### src/hkv_pkg.sv
`default_nettype none

package hkv_pkg;

    // result kinds
    localparam logic [2:0] KIND_KEY_BYTE  = 3'd0;
    localparam logic [2:0] KIND_VAL_BYTE  = 3'd1;
    localparam logic [2:0] KIND_KEY_DONE  = 3'd2;
    localparam logic [2:0] KIND_PAIR_DONE = 3'd3;
    localparam logic [2:0] KIND_PAIR_DROP = 3'd4;
    localparam logic [2:0] KIND_STREAM_END = 3'd5;

    // parse phases
    localparam logic [1:0] PH_KEY   = 2'd0;
    localparam logic [1:0] PH_VALUE = 2'd1;
    localparam logic [1:0] PH_SKIP  = 2'd2;

    // escape phases
    localparam logic [1:0] ESC_NONE   = 2'd0;
    localparam logic [1:0] ESC_FIRST  = 2'd1;
    localparam logic [1:0] ESC_SECOND = 2'd2;

    // mode register values
    localparam logic MODE_QUERY  = 1'b0;
    localparam logic MODE_COOKIE = 1'b1;

    // characters
    localparam logic [7:0] CH_PLUS    = 8'h2B;
    localparam logic [7:0] CH_PERCENT = 8'h25;
    localparam logic [7:0] CH_EQUAL   = 8'h3D;
    localparam logic [7:0] CH_AMP     = 8'h26;
    localparam logic [7:0] CH_SEMI    = 8'h3B;
    localparam logic [7:0] CH_SPACE   = 8'h20;

    localparam int MAX_RESULTS = 3;

    typedef struct packed {
        logic [2:0] kind;
        logic [7:0] data;
        logic       bad;
    } res_t;

    // results of one item, filled from index 0
    typedef struct packed {
        res_t [MAX_RESULTS-1:0] res;
        logic [1:0]             count;
    } bundle_t;

    typedef struct packed {
        logic [1:0] phase;
        logic       key_pending;
        logic [1:0] esc_phase;
        logic [7:0] esc_value;
        logic [1:0] esc_digits;
        logic       esc_stopped;
    } state_t;

    typedef struct packed {
        logic [1:0] phase;
        logic       key_pending;
        logic       emit;
        res_t       res;
    } split_t;

endpackage

`default_nettype wire

### src/hkv_text_if.sv
`default_nettype none

interface hkv_text_if;
    logic       valid;
    logic       ready;
    logic [7:0] raw_byte;
    logic       last;

    modport source (output valid, output raw_byte, output last, input ready);
    modport sink (input valid, input raw_byte, input last, output ready);
endinterface

`default_nettype wire

### src/hkv_token_if.sv
`default_nettype none

interface hkv_token_if;
    logic       valid;
    logic       ready;
    logic [2:0] out_kind;
    logic [7:0] data_byte;
    logic       bad_escape;
    logic       run_last;

    modport source (output valid, output out_kind, output data_byte, output bad_escape,
                    output run_last, input ready);
    modport sink (input valid, input out_kind, input data_byte, input bad_escape,
                  input run_last, output ready);
endinterface

`default_nettype wire

### src/hkv_decode.sv
`default_nettype none

module hkv_decode (
    input  wire logic             mode,
    input  wire logic [7:0]       raw_byte,
    input  wire logic             last,
    input  wire hkv_pkg::state_t  state,
    output hkv_pkg::state_t       state_next,
    output hkv_pkg::bundle_t      bundle
);
    import hkv_pkg::*;

    function automatic logic [4:0] hex_val(input logic [7:0] c);
        logic [4:0] r;
        r = 5'd16;
        if (c >= 8'h30 && c <= 8'h39)
        begin
            r = 5'(c - 8'h30);
        end
        else if (c >= 8'h41 && c <= 8'h46)
        begin
            r = 5'(c - 8'h37);
        end
        else if (c >= 8'h61 && c <= 8'h66)
        begin
            r = 5'(c - 8'h57);
        end
        return r;
    endfunction

    // key/value split of one decoded byte
    function automatic split_t split_byte(input logic [1:0] phase, input logic key_pending,
                                          input logic md, input logic [7:0] b,
                                          input logic bad);
        split_t     o;
        logic [7:0] sep;
        o.phase       = phase;
        o.key_pending = key_pending;
        o.emit        = 1'b1;
        o.res         = '{kind: KIND_KEY_BYTE, data: 8'd0, bad: 1'b0};
        sep           = (md == MODE_COOKIE) ? CH_SEMI : CH_AMP;
        if (phase == PH_VALUE)
        begin
            if (b == sep)
            begin
                o.res.kind = KIND_PAIR_DONE;
                o.phase    = (md == MODE_COOKIE) ? PH_SKIP : PH_KEY;
            end
            else
            begin
                o.res = '{kind: KIND_VAL_BYTE, data: b, bad: bad};
            end
        end
        else if (phase == PH_SKIP && md == MODE_COOKIE && b == CH_SPACE)
        begin
            o.emit = 1'b0;
        end
        else if (b == CH_EQUAL)
        begin
            o.res.kind      = KIND_KEY_DONE;
            o.phase         = PH_VALUE;
            o.key_pending   = 1'b0;
        end
        else
        begin
            o.res         = '{kind: KIND_KEY_BYTE, data: b, bad: bad};
            o.phase       = PH_KEY;
            o.key_pending = 1'b1;
        end
        return o;
    endfunction

    function automatic bundle_t push(input bundle_t bi, input res_t r);
        bundle_t bo;
        bo = bi;
        if (bi.count != 2'(MAX_RESULTS))
        begin
            bo.res[bi.count] = r;
            bo.count         = bi.count + 2'd1;
        end
        return bo;
    endfunction

    logic [4:0] digit;
    logic [7:0] flush_byte;
    logic       flush_bad;
    state_t     s;
    bundle_t    b;
    split_t     sp;
    split_t     sp_end;

    assign digit = hex_val(raw_byte);

    always_comb
    begin
        s          = state;
        b          = '0;
        sp         = '0;
        sp_end     = '0;
        flush_byte = 8'd0;
        flush_bad  = 1'b0;

        // decode the raw byte, then split what it yields
        if (mode == MODE_COOKIE)
        begin
            sp = split_byte(s.phase, s.key_pending, mode, raw_byte, 1'b0);
        end
        else if (s.esc_phase == ESC_FIRST)
        begin
            if (!digit[4])
            begin
                s.esc_value  = {4'd0, digit[3:0]};
                s.esc_digits = 2'd1;
            end
            else
            begin
                s.esc_stopped = 1'b1;
            end
            s.esc_phase = ESC_SECOND;
        end
        else if (s.esc_phase != ESC_NONE)
        begin
            if (!s.esc_stopped && !digit[4])
            begin
                s.esc_value  = {s.esc_value[3:0], digit[3:0]};
                s.esc_digits = s.esc_digits + 2'd1;
            end
            flush_byte  = s.esc_value;
            flush_bad   = (s.esc_digits == 2'd0);
            s.esc_phase   = ESC_NONE;
            s.esc_value   = 8'd0;
            s.esc_digits  = 2'd0;
            s.esc_stopped = 1'b0;
            sp = split_byte(s.phase, s.key_pending, mode, flush_byte, flush_bad);
        end
        else if (raw_byte == CH_PERCENT)
        begin
            s.esc_phase   = ESC_FIRST;
            s.esc_value   = 8'd0;
            s.esc_digits  = 2'd0;
            s.esc_stopped = 1'b0;
        end
        else if (raw_byte == CH_PLUS)
        begin
            sp = split_byte(s.phase, s.key_pending, mode, CH_SPACE, 1'b0);
        end
        else
        begin
            sp = split_byte(s.phase, s.key_pending, mode, raw_byte, 1'b0);
        end

        if (sp.emit)
        begin
            s.phase       = sp.phase;
            s.key_pending = sp.key_pending;
            b             = push(b, sp.res);
        end

        // end of text: flush an open escape, close the pair or drop the key, mark the end
        if (last)
        begin
            if (s.esc_phase != ESC_NONE)
            begin
                sp_end = split_byte(s.phase, s.key_pending, mode, s.esc_value, 1'b1);
                if (sp_end.emit)
                begin
                    s.phase       = sp_end.phase;
                    s.key_pending = sp_end.key_pending;
                    b             = push(b, sp_end.res);
                end
            end
            if (s.phase == PH_VALUE)
            begin
                b = push(b, '{kind: KIND_PAIR_DONE, data: 8'd0, bad: 1'b0});
            end
            else if (s.phase != PH_SKIP && s.key_pending)
            begin
                b = push(b, '{kind: KIND_PAIR_DROP, data: 8'd0, bad: 1'b0});
            end
            b = push(b, '{kind: KIND_STREAM_END, data: 8'd0, bad: 1'b0});
            s = '0;
        end
    end

    assign state_next = s;
    assign bundle     = b;

endmodule

`default_nettype wire

### src/hkv_outbuf.sv
`default_nettype none

module hkv_outbuf (
    input  wire logic             clk,
    input  wire logic             rst_n,
    input  wire logic             load,
    input  wire hkv_pkg::bundle_t load_bundle,
    output logic                  free,
    hkv_token_if.source           token
);
    import hkv_pkg::*;

    bundle_t    bundle_reg;
    logic       valid_reg;
    logic [1:0] idx_reg;
    logic [1:0] idx_next;
    logic       take;
    logic       final_take;
    logic       at_final;

    assign at_final   = (idx_reg == bundle_reg.count - 2'd1);
    assign take       = valid_reg && token.ready;
    assign final_take = take && at_final;
    assign free       = !valid_reg || final_take;
    assign idx_next   = idx_reg + 2'd1;

    always_ff @(posedge clk or negedge rst_n)
    begin
        if (!rst_n)
        begin
            valid_reg <= 1'b0;
            idx_reg   <= 2'd0;
        end
        else if (load)
        begin
            valid_reg <= 1'b1;
            idx_reg   <= 2'd0;
        end
        else if (final_take)
        begin
            valid_reg <= 1'b0;
            idx_reg   <= 2'd0;
        end
        else if (take)
        begin
            idx_reg <= idx_next;
        end
    end

    always_ff @(posedge clk)
    begin
        if (load)
        begin
            bundle_reg <= load_bundle;
        end
    end

    assign token.valid      = valid_reg;
    assign token.out_kind   = bundle_reg.res[idx_reg].kind;
    assign token.data_byte  = bundle_reg.res[idx_reg].data;
    assign token.bad_escape = bundle_reg.res[idx_reg].bad;
    assign token.run_last   = at_final;

endmodule

`default_nettype wire

### src/http_key_value_tokenizer.sv
`default_nettype none

// Query-string / cookie tokenizer. Raw text bytes enter on the text channel,
// one byte per item, with last on the final byte of a text. Each byte yields
// zero to three tokens on the token channel: key bytes, value bytes, key done,
// pair done, pair dropped and stream end, with run_last on the final token of
// a byte. In query mode (mode register at address 0, value 0) bytes are
// URL-decoded first: '+' turns into a space and '%' takes the next two bytes
// as hex digits; an escape with no digit, or one cut off by the end of text,
// is flagged by bad_escape. In cookie mode (value 1) ';' closes a pair and
// spaces after it are skipped. The block takes one byte per cycle unless the
// output holds it up: a byte sits in the input register, is decoded and
// split combinationally, and its tokens go to the output buffer, which drains
// one token a cycle while the receiver is ready. A byte with tokens waits
// for a free buffer; a byte with none (an escape being opened or read) does
// not. Change the mode only while no text is in flight.
module http_key_value_tokenizer (
    input  wire logic        clk,
    input  wire logic        rst_n,
    input  wire logic        psel,
    input  wire logic        penable,
    input  wire logic        pwrite,
    input  wire logic [2:0]  paddr,
    input  wire logic [31:0] pwdata,
    output logic [31:0]      prdata,
    output logic             pready,
    hkv_text_if.sink         text,
    hkv_token_if.source      token
);
    import hkv_pkg::*;

    localparam logic REG_MODE = 1'b0;   // paddr[2] of the mode register

    logic       mode_reg;
    logic       item_valid_reg;
    logic [7:0] item_byte_reg;
    logic       item_last_reg;
    state_t     state_reg;
    state_t     state_next;
    bundle_t    dec_bundle;
    logic       buf_free;
    logic       advance;
    logic       load;
    logic       text_take;
    logic       cfg_write;

    // configuration: write in the access phase, no wait states
    assign pready    = 1'b1;
    assign cfg_write = psel && penable && pwrite && (paddr[2] == REG_MODE);
    assign prdata    = (paddr[2] == REG_MODE) ? {31'd0, mode_reg} : 32'd0;

    always_ff @(posedge clk or negedge rst_n)
    begin
        if (!rst_n)
        begin
            mode_reg <= MODE_QUERY;
        end
        else if (cfg_write)
        begin
            mode_reg <= pwdata[0];
        end
    end

    // advance the held byte when its tokens fit: none to deliver, or the
    // output buffer is empty or empties this cycle
    assign advance   = item_valid_reg && ((dec_bundle.count == 2'd0) || buf_free);
    assign load      = advance && (dec_bundle.count != 2'd0);
    assign text.ready = !item_valid_reg || advance;
    assign text_take = text.valid && text.ready;

    always_ff @(posedge clk or negedge rst_n)
    begin
        if (!rst_n)
        begin
            item_valid_reg <= 1'b0;
            state_reg      <= '0;
        end
        else
        begin
            if (text_take)
            begin
                item_valid_reg <= 1'b1;
            end
            else if (advance)
            begin
                item_valid_reg <= 1'b0;
            end
            if (advance)
            begin
                state_reg <= state_next;
            end
        end
    end

    always_ff @(posedge clk)
    begin
        if (text_take)
        begin
            item_byte_reg <= text.raw_byte;
            item_last_reg <= text.last;
        end
    end

    hkv_decode u_decode (
        .mode       (mode_reg),
        .raw_byte   (item_byte_reg),
        .last       (item_last_reg),
        .state      (state_reg),
        .state_next (state_next),
        .bundle     (dec_bundle)
    );

    hkv_outbuf u_outbuf (
        .clk         (clk),
        .rst_n       (rst_n),
        .load        (load),
        .load_bundle (dec_bundle),
        .free        (buf_free),
        .token       (token)
    );

    // tokens go to the buffer only when it is empty or draining its last one
    a_load_free: assert property (@(posedge clk) disable iff (!rst_n)
        load |-> buf_free)
        else $error("tokens loaded over undelivered tokens");

    // the end of a text leaves the parser and escape state cleared
    a_end_clears: assert property (@(posedge clk) disable iff (!rst_n)
        advance && item_last_reg |=> state_reg == '0)
        else $error("state not cleared after end of text");

    // a final byte always produces at least the stream end token
    a_last_emits: assert property (@(posedge clk) disable iff (!rst_n)
        item_valid_reg && item_last_reg |-> dec_bundle.count != 2'd0)
        else $error("final byte without stream end");

endmodule

`default_nettype wire

### src/flat_wrapper.sv
// flat-port wrapper written by rule: the top's interface ports become plain ports
module http_key_value_tokenizer_flat import hkv_pkg::*;
  (clk, rst_n, psel, penable, pwrite, paddr, pwdata, prdata, pready, text_valid, text_raw_byte, text_last, text_ready, token_valid, token_out_kind, token_data_byte, token_bad_escape, token_run_last, token_ready);
  hkv_text_if text_i ();
  hkv_token_if token_i ();
  input  wire logic clk;
  input  wire logic rst_n;
  input  wire logic psel;
  input  wire logic penable;
  input  wire logic pwrite;
  input  wire logic [2:0] paddr;
  input  wire logic [31:0] pwdata;
  output logic [31:0] prdata;
  output logic pready;
  input wire logic [$bits(text_i.valid)-1:0] text_valid;
  input wire logic [$bits(text_i.raw_byte)-1:0] text_raw_byte;
  input wire logic [$bits(text_i.last)-1:0] text_last;
  output wire logic [$bits(text_i.ready)-1:0] text_ready;
  output wire logic [$bits(token_i.valid)-1:0] token_valid;
  output wire logic [$bits(token_i.out_kind)-1:0] token_out_kind;
  output wire logic [$bits(token_i.data_byte)-1:0] token_data_byte;
  output wire logic [$bits(token_i.bad_escape)-1:0] token_bad_escape;
  output wire logic [$bits(token_i.run_last)-1:0] token_run_last;
  input wire logic [$bits(token_i.ready)-1:0] token_ready;
  assign text_i.valid = text_valid;
  assign text_i.raw_byte = text_raw_byte;
  assign text_i.last = text_last;
  assign text_ready = text_i.ready;
  assign token_valid = token_i.valid;
  assign token_out_kind = token_i.out_kind;
  assign token_data_byte = token_i.data_byte;
  assign token_bad_escape = token_i.bad_escape;
  assign token_run_last = token_i.run_last;
  assign token_i.ready = token_ready;
  http_key_value_tokenizer u_core (.clk(clk), .rst_n(rst_n), .psel(psel), .penable(penable), .pwrite(pwrite), .paddr(paddr), .pwdata(pwdata), .prdata(prdata), .pready(pready), .text(text_i), .token(token_i));
endmodule
### config.mk
export PLATFORM = sky130hd
export DESIGN_NAME = http_key_value_tokenizer_flat
export DESIGN_NICKNAME = d
export VERILOG_FILES = /design/src/hkv_pkg.sv /design/src/hkv_text_if.sv /design/src/hkv_token_if.sv /design/src/hkv_decode.sv /design/src/hkv_outbuf.sv /design/src/http_key_value_tokenizer.sv /design/src/flat_wrapper.sv
export SDC_FILE = /design/constraint.sdc
export NUM_CORES = 1
export LEC_CHECK = 0
export ABC_AREA = 1
export BUFFER_PORTS_ARGS = -buffer_cell sky130_fd_sc_hd__clkbuf_2
export CAP_MARGIN = 20
export CORE_ASPECT_RATIO = 1.5
export CORE_MARGIN = 2
export CORE_UTILIZATION = 58
export CTS_CLUSTER_DIAMETER = 120
export CTS_CLUSTER_SIZE = 8
export DETAILED_ROUTE_END_ITERATION = 10
export PLACE_DENSITY = 0.84
export SLEW_MARGIN = 30
export SYNTH_ARGS = -nofsm -noshare
export SYNTH_HDL_FRONTEND = slang
export SYNTH_SLANG_ARGS = --single-unit
### constraint.sdc
create_clock -name clk -period 8.9 [get_ports clk]
set_input_delay 0.89 -clock clk [delete_from_list [all_inputs] [get_ports clk]]
set_output_delay 0.89 -clock clk [all_outputs]
set_load 0.01 [all_outputs]
Word-level counts from Yosys, hierarchy flattened
Cells that the tools add are included.
Widths: inputs -> output; s select.

storage, ports and cells
  latch bits = 0
  memories = 0
  bits in writable memories = 0
  bits of input ports = 51
  bits in registers = 68
  output and inout bits = 48
  memory bits (read-only) = 0

cells by class
  reductions and logical operators = 39
  shift operators = 0
  div/mod/pow operators = 0
  bitwise logic cells = 10
  equal/unequal tests = 26
  magnitude comparators = 13
  mux-type cells = 105
  $mul = 0
  add/subtract/negate cells = 9

operator list
  cell                 number
  $mux 38              11
  $mux 12              12
  $mux 16              6
  $demux 12 s2         3
  $eq 8x6->1 const B   8
  $and 30x30->30       2
  $mux 2               30
  $not 30->30          2
  $mux 9               6
  $mux 13              4
  $mux 10              5
  $bwmux 36            1
  $and 33x33->33       1
  $not 33->33          1
  $bmux 12 s2          1
  $mux 3               8
  $logic_and 1x1->1    21
  $mux 5               4
  $eq 8x6->1           2
  $ge 8x7->1 const B   2
  $le 8x7->1 const B   2
  $sub 5x5->5 const B  3
  $mux 14              1
  $mux 7               2
  other kinds (25)     64

Logic depth before layout (Yosys ltp)
Gate-level depths: netlist (run 1).

  depth after elaboration = 55
  depth in mapped cells = 31
  gate-level depth less buffers = 30

Cells and area by module
From an unflattened synthesis (run 1), not the netlist that was laid out.

unflattened totals
  cell total of the unflattened synthesis = 739
  area total of the unflattened synthesis = 5,341.4 sq um

by module, submodules not included
  module                    area an instance (sq um)  cells an instance  instances
  hkv_decode                2,456.1                   488                1
  hkv_outbuf                1,594.0                   120                1
  http_key_value_tokenizer  1,291.2                   131                1

Least setup slack after synthesis (run 1)
OpenSTA, ideal clock, no wires.

  kind = register to register
  start = register u_core.item_byte_reg[1]
  end = register u_core.u_outbuf.bundle_reg[10] (netlist name) (data pin)
  data required time = 8,643 ps
  slack = 4,965 ps
  cell stages (with the launch flop) = 27
  data arrival time = 3,678 ps
  path buffers = 0
  setup time = 257 ps
  cells stage by stage = edfxtp_1 inv_1 ha_1 inv_1 nand3b_1 nand2_4 nand2_4 nand2_2 nand2_1 nand2_1 nor2_1 a21oi_1 inv_1 nand2_1 nor3_1 nand4_1 inv_1 nand2_1 ha_1 or2_2 o21ai_0 inv_1 nor2_2 inv_1 nor2_1 nor2_1 a32o_1

RTL lines
  item                      RTL line                        source
  start: declaration        http_key_value_tokenizer.sv:36  logic [7:0] item_byte_reg;
  start signal: assignment  http_key_value_tokenizer.sv:99  item_byte_reg <= text.raw_byte;
  end signal: assignment    hkv_outbuf.sv:54                bundle_reg <= load_bundle;
  end: declaration          hkv_outbuf.sv:13                bundle_t bundle_reg;

==> results of run 1 <==
power by group:
part	internal [uW]	total, uW	switching, uW
clock	222	336	114
combinational	176	600	424
sequential	397	450	53.6
cells in the mapped netlist, types with 4 or more instances:
master / instances / area share [%]
sky130_fd_sc_hd__o21ai_0: 57 / 6.3
sky130_fd_sc_hd__nor2_1: 80 / 6.6
sky130_fd_sc_hd__o31ai_1: 4 / 0.66
sky130_fd_sc_hd__inv_2: 6 / 0.50
sky130_fd_sc_hd__ha_1: 6 / 1.7
sky130_fd_sc_hd__edfxtp_1: 38 / 25
sky130_fd_sc_hd__o22ai_1: 9 / 1.2
sky130_fd_sc_hd__nor3_2: 4 / 0.88
sky130_fd_sc_hd__a32oi_1: 5 / 0.96
sky130_fd_sc_hd__inv_1: 65 / 5.4
sky130_fd_sc_hd__nand4_1: 16 / 2.2
sky130_fd_sc_hd__o21ai_1: 7 / 0.77
sky130_fd_sc_hd__dfrtp_1: 20 / 11
sky130_fd_sc_hd__buf_4: 32 / 5.3
sky130_fd_sc_hd__nor3_1: 5 / 0.55
sky130_fd_sc_hd__nand2_2: 13 / 1.8
sky130_fd_sc_hd__clkbuf_1: 13 / 1.1
sky130_fd_sc_hd__o21ai_2: 4 / 0.77
sky130_fd_sc_hd__nand3_1: 56 / 6.2
sky130_fd_sc_hd__a21oi_1: 13 / 1.4
sky130_fd_sc_hd__nand2_1: 134 / 11
final timing paths:
check | startpoint | to | slack, ns | cells past startpoint
max | u_core.mode_reg | u_core.u_outbuf.bundle_reg[7] | 3.94 | 18
min | u_core.item_valid_reg | u_core.item_valid_reg | 0.52 | 2
max reg2reg | u_core.mode_reg | u_core.u_outbuf.bundle_reg[7] | 3.94 | 18
min reg2reg | u_core.item_valid_reg | u_core.item_valid_reg | 0.52 | 2
max in group asynchronous | rst_n | u_core.state_reg[1] | 8.02 | 1
min in group asynchronous | rst_n | u_core.u_outbuf.idx_reg[1] | 0.53 | 1
metal layers:
layer | share of wire, % | up-vias | track usage (%)
met5 | 0 | - | 0
met4 | 5.7 | 0 | 18.5
met3 | 6.1 | 55 | 4.90
met2 | 51 | 214 | 48.7
met1 | 37 | 1983 | 31.7
li1 | - | 2142 | -
metrics by stage:
stage | utilization [%] | setup WS [ns] | power [uW] | std cells
2_1_floorplan | - | 4.97 | 890 | 664
3_3_place_gp | 61.0 | 4.18 | 1030 | 753
3_5_place_dp | 61.0 | 4.09 | 1040 | 753
4_1_cts | 64.9 | 4.07 | 1380 | 769
5_1_grt | 64.9 | 3.55 | 1490 | 769
6_report | 64.9 | 3.94 | 1390 | 769
critical path: cells and delay by family, from the launching register on:
kind / cells / cell delay [ns]
and+or+nand+nor: 8 / 2.22
DFF: 1 / 0.85
buffers and inverters: 6 / 0.80
AOI/OAI and AO/OA: 3 / 0.55
adders and majority gates: 1 / 0.27
final cells by class:
class	count	area, um2
Inverter	75	284
Timing Repair Buffer	36	188
Clock buffer	15	290
Tap cell	102	128
Multi-Input combinational cell	482	2410
Clock inverter	1	5.00
Fill cell	682	2670
Sequential cell	58	1640
kinds of logic (layout without fill, tap and decap cells):
| logic type | count (synthesis) | in the layout | share of synthesized area (%) |
|---|---|---|---|
| AO/OA/AOI/OAI | 116 | 116 | 15.2 |
| AND/OR/NAND/NOR | 325 | 325 | 32.8 |
| flip-flops | 58 | 58 | 36.2 |
| adder cells (fa/ha/maj) | 6 | 6 | 1.65 |
| XOR/XNOR | 2 | 2 | 0.386 |
| other | 2 | 32 | 0.165 |
| multiplexers | 1 | 1 | 0.220 |
| buffers and inverters | 124 | 127 | 13.3 |
==> run summary, run 1 <==
Die
- 39 — std cell rows
- 59.6% — Starting Density
- 0.00857 mm2 — Die ar.
- 76.2 um — Die X-Extent
- 0.00761 mm2 — core area
- 99 — total I/O pin count
- 112 um — die boundary height

Logic synthesis
- 34.5% — async set or reset register ratio after synthesis
- 58 — synthesized flop and latch total
- 0.00454 mm2 — area of the mapped netlist
- 48 — Yosys cell types
- 36.2% — register area share after synthesis
- sky130_fd_sc_hd__edfxtp_1 — main flop type after synthesis
- 38 — Post-synth EDFFs
- 0 — total of warnings raised by yosys
- 7.16 um2 — synthesized area per cell
- 634 — post-synthesis cell count

Critical path
- 8.96 ns — worst endpoint required time
- register — kind of end point of the critical path
- sky130_fd_sc_hd__dfrtp_1 — slowest cell on the critical path
- 22 — critical path peak fanout
- nand3_1 > nor2_1 > inv_1 > nand2_1 > inv_2 > o21ai_2 > inv_1 > nand2_1 > ha_1 > or2_2 > o21ai_0 > inv_1 > nor2_2 > inv_1 > nor2_1 > inv_1 > nand3_1 > o21ai_0 — crit-path cells
- sky130_fd_sc_hd__inv_1 — cell type with the highest occurrence count on the critical path
- register — type of element launching the critical path
- register to register — Worst Setup Path Type
- 0.85 ns — biggest cell delay along the critical path
- 5.02 ns — arrival time reported for the critical path endpoint

Drt
- 11,700 um — sum of routed wire length over all layers
- 8 — count of TritonRoute iterations in the first routing pass
- 0 — number of remaining DRC errors
- 0 — antenna viol nets, final
- 4,394 — detailed-route via count
- 15.2 um — DR WL/cell
- 398 — 1st-iter DRT viols
- 5.71 — via-per-instance ratio

Clock network
- 0 — cts hold-fix bufs
- 0.33 ns — clock latency at the later pin of the worst-skew pair
- 2 — CTS Buffer Depth
- sky130_fd_sc_hd__clkbuf_16 — cell at the root of the clock tree
- built — TritonCTS clock tree
- 0 — count of instances resized after the clock tree is built
- 0 — post-CTS setup-driven buffer insertion count
- 3 — H-tree depth
- 9 — number of buffers added by the clock tree synthesis step
- 0.05 ns — Reg clk slew, reported paths
- 58 — total clock sinks

Final layout
- 8.85% — Area Overhead vs Synth
- 719 — fin nets
- 13.6% — layout cell share with drive strength beyond 1
- 29 — Largest register FFs
- 0.00494 mm2 — Design Area, Final
- 0 — total inserted antenna cells
- sky130_fd_sc_hd__nand2_1 (134), sky130_fd_sc_hd__nor2_1 (80), sky130_fd_sc_hd__inv_1 (64), sky130_fd_sc_hd__o21ai_0 (57), sky130_fd_sc_hd__nand3_1 (56) — most frequent cells in the layout
- sky130_fd_sc_hd__nand2_1 — commonest non-fill, non-tap cell in the layout

STA
- 4.96 ns — final critical-path required period
- 0 — total setup violations reported at the end of the flow
- 0 ns — final sum of negative setup slack
- 55.8% — part of the cycle the worst path needs
- false — unrepaired setup endpoints after global routing
- 0 — Final Max Slew Viols
- 0 — Hold Fails Final Rpt
- 202 MHz — highest clock rate
- 0.518 ns — smallest hold slack
- 0.845 ns — Worst Tran Pin Value
- 0.00842 ns — worst clock skew on the final layout
- 43.5% — relative slew slack

Power and ir drop
- 0.150 mV — Worst VDD drop
- 280 mW/mm2 — power density normalized to cell area
- 0.00230 uW — leakage power

Placed design
- 0.00465 mm2 — total placed instance area
- 9120 um — Post-DP HPWL
- 0.970 — routability cong.
- 33 — I/O Buffers

GRT
- 4,058 — number of global-route vias before repair
- 0 — total congestion overflow after global routing
- 30 — largest net degree at the start of global routing
- 28.1% — global-route usage over all layers
- 0 — number of antenna violations at the first check in global routing
- 19,200 um — global-route wire length before repair

Flow run
- 0 — MaxCap Viol Count

Status
- finished, final reports clean — outcome

Worst hold path
- register to register — Hold Path Class

No activity file was read; power rests on OpenSTA's default activity.
==> inputs of run 2 (changes only) <==
CORE_UTILIZATION = 50   (was 58)
PLACE_DENSITY = 0.77   (was 0.84)
clock period = 4.2 ns   (was 8.9 ns; I/O delays follow)
==> run summary, run 2 (synthesized netlist as in run 1, its figures left out) <==
Clock network
- 0 — cts hold-fix bufs, unchanged
- 3 — H-tree depth, unchanged
- sky130_fd_sc_hd__clkbuf_16 — cell at the root of the clock tree, unchanged
- built — TritonCTS clock tree, unchanged
- 9 — number of buffers added by the clock tree synthesis step, unchanged
- 2 — CTS Buffer Depth, unchanged
- 58 — total clock sinks, unchanged
- 0.05 ns — Reg clk slew, reported paths, about the same
- 0.33 ns — clock latency at the later pin of the worst-skew pair, about the same

Final layout
- 15.1% — Area Overhead vs Synth, was 8.85%
- 836 — fill cell instance count of the final layout, was 682
- 29 — Largest register FFs, unchanged
- 750 — fin nets, was 719
- 59.2% — Final Util, was 64.9%
- sky130_fd_sc_hd__nand2_1 (131), sky130_fd_sc_hd__nor2_1 (76), sky130_fd_sc_hd__inv_1 (63), sky130_fd_sc_hd__nand3_1 (56), sky130_fd_sc_hd__o21ai_0 (54) — most frequent cells in the layout, was sky130_fd_sc_hd__nand2_1 (134), sky130_fd_sc_hd__nor2_1 (80), sky130_fd_sc_hd__inv_1 (64), sky130_fd_sc_hd__o21ai_0 (57), sky130_fd_sc_hd__nand3_1 (56)
- 0.00164 mm2 — total area of sequential cells, unchanged
- 808 — number of standard cells in the final layout excluding fillers, was 769
- 0.00247 mm2 — Multi-input gate area, was 0.00241 mm2
- sky130_fd_sc_hd__nand2_1 — commonest non-fill, non-tap cell in the layout, unchanged
- 0 — total inserted antenna cells, unchanged
- 19.5% — layout cell share with drive strength beyond 1, was 13.6%

Power and ir drop
- 0.309 mV — Worst VDD drop, was 0.150 mV
- 587 mW/mm2 — power density normalized to cell area, was 280 mW/mm2
- 0.00245 uW — leakage power, was 0.00230 uW
- 3070 uW — Pwr Total, was 1390 uW

STA
- 251 MHz — highest clock rate, was 202 MHz
- 58.9% — relative slew slack, was 43.5%
- 0 — Hold Fails Final Rpt, unchanged
- 0 ns — final sum of negative setup slack, unchanged
- 0 — Final Max Slew Viols, unchanged
- 0.610 ns — Worst Tran Pin Value, was 0.845 ns
- 0.00922 ns — worst clock skew on the final layout, was 0.00842 ns
- 3.99 ns — final critical-path required period, was 4.96 ns
- 0.213 ns — Worst Setup Slack, final, was 3.94 ns
- 0 — total setup violations reported at the end of the flow, unchanged
- 94.9% — part of the cycle the worst path needs, was 55.8%

GRT
- 20,700 um — global-route wire length before repair, was 19,200 um
- 0 — total congestion overflow after global routing, unchanged
- 27.9% — global-route usage over all layers, was 28.1%
- 4,210 — number of global-route vias before repair, was 4,058
- 0 — number of antenna violations at the first check in global routing, unchanged
- 30 — largest net degree at the start of global routing, unchanged

Critical path
- 6 — critical path peak fanout, was 22
- register to register — Worst Setup Path Type, unchanged
- 4.26 ns — worst endpoint required time, was 8.96 ns
- u_core.item_byte_reg[0] — worst reg2reg startpoint, was u_core.mode_reg
- 0.21 ns — internal reg-to-reg setup slack, was 3.94 ns
- 26 — cell count of the worst reg-to-reg path, was 18
- register — type of element launching the critical path, unchanged
- 4.04 ns — arrival time reported for the critical path endpoint, was 5.02 ns
- u_core.u_outbuf.bundle_reg[2] — last element of the critical path, was u_core.u_outbuf.bundle_reg[7]
- u_core.item_byte_reg[0] — Setup crit start, was u_core.mode_reg
- register — kind of end point of the critical path, unchanged
- u_core.u_outbuf.bundle_reg[2] — Worst R2R End, was u_core.u_outbuf.bundle_reg[7]

Drt
- 310 — 1st-iter DRT viols, was 398
- 656 um — WL met3, was 713 um
- 16.3 um — DR WL/cell, was 15.2 um
- 6920 um — Routed met2 length, was 5920 um
- met4 — highest routing layer actually used, unchanged
- 7 — count of TritonRoute iterations in the first routing pass, was 8
- 4,555 — detailed-route via count, was 4,394
- 0 — antenna viol nets, final, unchanged
- 4760 um — met1 wire length, was 4350 um
- 13,200 um — sum of routed wire length over all layers, was 11,700 um
- 5.64 — via-per-instance ratio, was 5.71
- 0 — number of remaining DRC errors, unchanged

Die
- 51.4% — Starting Density, was 59.6%
- 42 — std cell rows, was 39
- 0.00988 mm2 — Die ar., was 0.00857 mm2
- 99 — total I/O pin count, unchanged
- 121 um — die boundary height, was 112 um
- 0.00883 mm2 — core area, was 0.00761 mm2
- 81.8 um — Die X-Extent, was 76.2 um

Worst hold path
- input pin to asynchronous set/reset pin — Hold Path Class, was register to register

Placed design
- 33 — I/O Buffers, unchanged
- 781 — total instance count after detailed placement, was 753
- 10,200 um — Post-DP HPWL, was 9120 um
- 0.0917 ns — placement-stage worst setup slack, was 4.09 ns
- 0.967 — routability cong., was 0.970

Status
- finished, final reports clean — outcome, unchanged

Flow run
- 0 — MaxCap Viol Count, unchanged

==> run 2: cell count changes in the layout (fill, tap and decap cells not counted), sizes merged <==
cell / before / now
clkbuf: 48 / 46
buf: 3 / 33
nand3: 61 / 62
clkinv: 4 / 6
==> run 2: layout make-up <==
class	instances	area share (%)
Sequential cell	58	31.4
Clock buffer	13	5.00
Multi-Input combinational cell	483	47.3
Inverter	75	5.43
Clock inverter	3	0.287
Timing Repair Buffer	66	7.90
Tap cell	110	2.63
==> run 2: timing repair <==
| action | 4_1_cts | 5_1_grt |
|---|---|---|
| buffers inserted | 0 | 10 |
| gates resized for setup | 0 | 20 |
| setup endpoints to repair | 0 | 28 |
==> run 2: worst min-delay path by stage <==
stage	slack, ns	cells after the start	from	end
floorplan	0.12	0	rst_n	u_core.item_valid_reg
global placement	0.42	1	rst_n	u_core.item_valid_reg
detailed placement	0.42	1	rst_n	u_core.state_reg[9]
CTS	0.07	1	rst_n	u_core.state_reg[15]
global route	0.1	1	rst_n	u_core.u_outbuf.token.valid
finish	0.06	1	rst_n	u_core.item_valid_reg
==> run 2: per-layer routing <==
layer	global-route usage [%]	vias up
met2	48.2	190
met4	19.7	0
li1	-	2202
met3	3.96	50
met5	0	-
met1	30.1	2113
==> run 2: worst max-delay path: stages, from the launching register on <==
cell and delay, ns:
sky130_fd_sc_hd__edfxtp_1 0.48, sky130_fd_sc_hd__buf_4 0.19, sky130_fd_sc_hd__ha_1 0.23, sky130_fd_sc_hd__nand2_1 0.08
sky130_fd_sc_hd__nand2_1 0.05, sky130_fd_sc_hd__nand2_1 0.16, sky130_fd_sc_hd__nand2_2 0.13, sky130_fd_sc_hd__nand2_2 0.10
sky130_fd_sc_hd__nand2_2 0.09, sky130_fd_sc_hd__nor2_2 0.15, sky130_fd_sc_hd__a21oi_2 0.06, sky130_fd_sc_hd__inv_1 0.08
sky130_fd_sc_hd__nand2_1 0.07, sky130_fd_sc_hd__nor3_1 0.13, sky130_fd_sc_hd__nand4_1 0.11, sky130_fd_sc_hd__inv_1 0.09
sky130_fd_sc_hd__nand2_1 0.10, sky130_fd_sc_hd__ha_1 0.32, sky130_fd_sc_hd__or2_2 0.31, sky130_fd_sc_hd__o21ai_2 0.07
sky130_fd_sc_hd__inv_1 0.07, sky130_fd_sc_hd__nor2_2 0.12, sky130_fd_sc_hd__inv_2 0.09, sky130_fd_sc_hd__nor2_2 0.10
sky130_fd_sc_hd__inv_1 0.09, sky130_fd_sc_hd__nand3_1 0.14, sky130_fd_sc_hd__o21ai_0 0.12
==> run 2: power breakdown <==
part           switching, uW  internal, uW
registers               88.0           840
logic                    996           464
clock network            247           431
==> run 2: stage by stage <==
step,instance area (um2),hold slack [ns]
2_1_floorplan,4650,0.124
3_3_place_gp,4810,0.419
3_5_place_dp,4810,0.422
4_1_cts,5080,0.0709
5_1_grt,5230,0.0955
6_report,5230,0.0587
==> inputs of run 3 (changes only) <==
ABC_AREA = default   (was 1)
CELL_PAD_IN_SITES_DETAIL_PLACEMENT = 1   (was default)
CELL_PAD_IN_SITES_GLOBAL_PLACEMENT = 2   (was default)
CORE_UTILIZATION = 30   (was 50)
RECOVER_POWER = 25   (was default)
==> run summary, run 3 <==
Logic synthesis
- sky130_fd_sc_hd__nand2_1 — most common cell in the netlist, unchanged
- 23.9% — post-synth top area share, was 25.1%
- 8.63 um2 — synthesized area per cell, was 7.16 um2
- 25.7% — simple-gate area share of the yosys netlist, was 32.8%
- sky130_fd_sc_hd__nand2_1 (64), sky130_fd_sc_hd__nor2_1 (56), sky130_fd_sc_hd__edfxtp_1 (38), sky130_fd_sc_hd__buf_4 (35), sky130_fd_sc_hd__a21oi_1 (32) — ranking of synthesized cells by instance count, was sky130_fd_sc_hd__nand2_1 (134), sky130_fd_sc_hd__nor2_1 (80), sky130_fd_sc_hd__inv_1 (65), sky130_fd_sc_hd__o21ai_0 (57), sky130_fd_sc_hd__nand3_1 (56)
- 34.5% — async set or reset register ratio after synthesis, unchanged
- sky130_fd_sc_hd__edfxtp_1 — cell accounting for the most synthesized area, unchanged
- 38 — Post-synth EDFFs, unchanged
- 1.57% — adder-cell share of the synthesized area, was 1.65%
- sky130_fd_sc_hd__edfxtp_1 (24%), sky130_fd_sc_hd__dfrtp_1 (10%), sky130_fd_sc_hd__buf_4 (5.5%) — largest cells by area after synthesis, was sky130_fd_sc_hd__edfxtp_1 (25%), sky130_fd_sc_hd__nand2_1 (11%), sky130_fd_sc_hd__dfrtp_1 (11%)
- 553 — post-synthesis cell count, was 634
- 0 — total of warnings raised by yosys, unchanged
- 79 — Yosys cell types, was 48
- simple AND/OR/NAND/NOR gates — dominant combinational cell family by area after synthesis, unchanged
- 0.184% — fraction of synthesized cell area in xor and xnor cells, was 0.386%
- 58 — synthesized flop and latch total, unchanged
- 4.96% — fraction of synthesized area in multiplexers, was 0.220%
- 34.4% — register area share after synthesis, was 36.2%
- 0.00477 mm2 — area of the mapped netlist, was 0.00454 mm2
- sky130_fd_sc_hd__edfxtp_1 — main flop type after synthesis, unchanged
- 24.0% — post-synthesis compound-gate area fraction, was 15.2%

Critical path
- register — type of element launching the critical path, unchanged
- 4.36 ns — worst endpoint required time, was 4.26 ns
- register — kind of end point of the critical path, unchanged
- 9 — critical path peak fanout, was 6
- 4.10 ns — arrival time reported for the critical path endpoint, was 4.04 ns
- register to register — Worst Setup Path Type, unchanged

Clock network
- 2 — CTS Buffer Depth, unchanged
- sky130_fd_sc_hd__clkbuf_16 — cell at the root of the clock tree, unchanged
- 3 — H-tree depth, unchanged
- 0.06 ns — Reg clk slew, reported paths, was 0.05 ns
- 58 — total clock sinks, unchanged
- 9 — number of buffers added by the clock tree synthesis step, unchanged
- 0.34 ns — clock latency at the later pin of the worst-skew pair, was 0.33 ns
- built — TritonCTS clock tree, unchanged

Die
- 0.0156 mm2 — core area, was 0.00883 mm2
- 56 — std cell rows, was 42
- 30.5% — Starting Density, was 51.4%
- 158 um — die boundary height, was 121 um
- 0.0169 mm2 — Die ar., was 0.00988 mm2
- 99 — total I/O pin count, unchanged
- 107 um — Die X-Extent, was 81.8 um

Final layout
- 0.00164 mm2 — total area of sequential cells, unchanged
- 35.2% — Final Util, was 59.2%
- 1,848 — fill cell instance count of the final layout, was 836
- 15.3% — Area Overhead vs Synth, was 15.1%
- 29 — Largest register FFs, unchanged
- sky130_fd_sc_hd__nand2_1 — commonest non-fill, non-tap cell in the layout, unchanged
- 0 — total inserted antenna cells, unchanged
- 0.00284 mm2 — Multi-input gate area, was 0.00247 mm2
- 660 — fin nets, was 750
- 19.9% — layout cell share with drive strength beyond 1, was 19.5%
- sky130_fd_sc_hd__nand2_1 (64), sky130_fd_sc_hd__nor2_1 (55), sky130_fd_sc_hd__buf_4 (38), sky130_fd_sc_hd__edfxtp_1 (38) — most frequent cells in the layout, was sky130_fd_sc_hd__nand2_1 (131), sky130_fd_sc_hd__nor2_1 (76), sky130_fd_sc_hd__inv_1 (63), sky130_fd_sc_hd__nand3_1 (56), sky130_fd_sc_hd__o21ai_0 (54)

STA
- 0 — Hold Fails Final Rpt, unchanged
- 0 — Final Max Slew Viols, unchanged
- 0 ns — final sum of negative setup slack, unchanged
- 10.6% — relative slew slack, was 58.9%
- 0.253 ns — smallest hold slack, was 0.0587 ns
- 0 — total setup violations reported at the end of the flow, unchanged
- 93.9% — part of the cycle the worst path needs, was 94.9%
- false — unrepaired setup endpoints after global routing
- 0.0117 ns — worst clock skew on the final layout, was 0.00922 ns
- 254 MHz — highest clock rate, was 251 MHz
- 3.94 ns — final critical-path required period, was 3.99 ns
- 1.34 ns — Worst Tran Pin Value, was 0.610 ns

GRT
- 32 — largest net degree at the start of global routing, was 30
- 24,900 um — global-route wire length before repair, was 20,700 um
- 0 — number of antenna violations at the first check in global routing, unchanged
- 0 — total congestion overflow after global routing, unchanged
- 4,534 — number of global-route vias before repair, was 4,210
- 19.0% — global-route usage over all layers, was 27.9%

Power and ir drop
- 542 mW/mm2 — power density normalized to cell area, was 587 mW/mm2
- 1250 uW — P_sw, was 1330 uW
- 0.00216 uW — leakage power, was 0.00245 uW
- 41.8% — switching part of the total power, was 43.4%
- 22.8% — clock power share, was 22.1%
- 1740 uW — internal cell power, about the same
- 32.8% — portion of total power attributed to sequential cells, was 30.3%
- 44.3% — Logic pwr share, was 47.6%
- 0.224 mV — Worst VDD drop, was 0.309 mV

Flow run
- 0 — MaxCap Viol Count, unchanged

Drt
- 5.46 — via-per-instance ratio, was 5.64
- 15,800 um — sum of routed wire length over all layers, was 13,200 um
- 249 — 1st-iter DRT viols, was 310
- 0 — antenna viol nets, final, unchanged
- 4 — count of TritonRoute iterations in the first routing pass, was 7
- 0 — number of remaining DRC errors, unchanged
- 4,429 — detailed-route via count, was 4,555
- 19.5 um — DR WL/cell, was 16.3 um

Status
- finished, final reports clean — outcome, unchanged

Placed design
- 12,400 um — Post-DP HPWL, was 10,200 um
- 33 — I/O Buffers, unchanged
- 0.907 — routability cong., was 0.967

Worst hold path
- input pin to register — Hold Path Class, was input pin to asynchronous set/reset pin

run 3: kinds of logic after synthesis:
family,count (synthesis)
AOI/OAI and AO/OA,162
muxes,22
other,2
DFF,58
and+or+nand+nor,229
buffers and inverters,73
adders and majority gates,6
xor gates and xnor gates,1
run 3: timing repair:
action | 4_1_cts | 5_1_grt
resized for setup | 0 | 1
endpoints found under the setup margin | 0 | 9
hold buffers | 0 | 0
buffers inserted | 0 | 1
hold endpoints to repair | 0 | 0
run 3: area by class of cell:
class | instances | area share [%]
repair buffers | 72 | 8.48
clock inverters | 7 | 0.819
multi-input cells | 453 | 51.5
inverters | 9 | 0.614
flip-flops and latches | 58 | 29.8
well taps | 203 | 4.62
clock buffers | 9 | 4.09
run 3: worst max-delay path: stages (launching register included):
cell	delay (ns)
sky130_fd_sc_hd__edfxtp_1	0.38
sky130_fd_sc_hd__inv_1	0.11
sky130_fd_sc_hd__ha_1	0.31
sky130_fd_sc_hd__nor2_2	0.09
sky130_fd_sc_hd__a2111o_1	0.48
sky130_fd_sc_hd__nor4b_1	0.49
sky130_fd_sc_hd__o2111ai_1	0.28
sky130_fd_sc_hd__a221oi_1	0.41
sky130_fd_sc_hd__o21bai_1	0.13
sky130_fd_sc_hd__nor3b_2	0.17
sky130_fd_sc_hd__buf_4	0.16
sky130_fd_sc_hd__mux2i_4	0.28
sky130_fd_sc_hd__a21oi_4	0.11
sky130_fd_sc_hd__buf_12	0.19
sky130_fd_sc_hd__nor3_2	0.18
run 3: layer usage:
metal,GRT usage (%),vias to the layer above,part of all wire [%]
met3,2.33,32,2.6
met4,9.40,0,4.1
li1,-,2091,-
met1,20.5,2204,39
met5,0,-,0
met2,36.2,102,54
run 3: worst paths after layout:
check	start	slack (ns)	to	cells past startpoint
worst max register to register	u_core.item_byte_reg[1]	0.26	u_core.u_outbuf.bundle_reg[20]	14
max in group asynchronous	rst_n	3.03	u_core.state_reg[1]	1
worst min-delay path	text_raw_byte[5]	0.25	u_core.item_byte_reg[5]	1
min in group asynchronous	rst_n	0.37	u_core.state_reg[13]	1
worst max-delay path	u_core.item_byte_reg[1]	0.26	u_core.u_outbuf.bundle_reg[20]	14
worst min register to register	u_core.state_reg[1]	0.54	u_core.state_reg[1]	2
run 3: power groups by stage:
| stage | combinational [uW] | sequential (uW) | clock, uW |
|---|---|---|---|
| 3_5_place_dp | 1290 | 995 | 0 |
| 2_1_floorplan | 921 | 907 | 0 |
| 4_1_cts | 1290 | 984 | 697 |
| 6_report | 1320 | 980 | 682 |
| 5_1_grt | 1450 | 1000 | 717 |
| 3_3_place_gp | 1250 | 982 | 0 |
run 3: through the flow:
stage	total power, uW	worst slack [ns]	std cells	cell area [um2]
2_1_floorplan	1830	0.0549	583	4880
3_3_place_gp	2230	0.356	793	5210
3_5_place_dp	2280	0.212	793	5210
4_1_cts	2970	0.202	809	5480
5_1_grt	3170	0.0242	811	5500
6_report	2980	0.255	811	5500
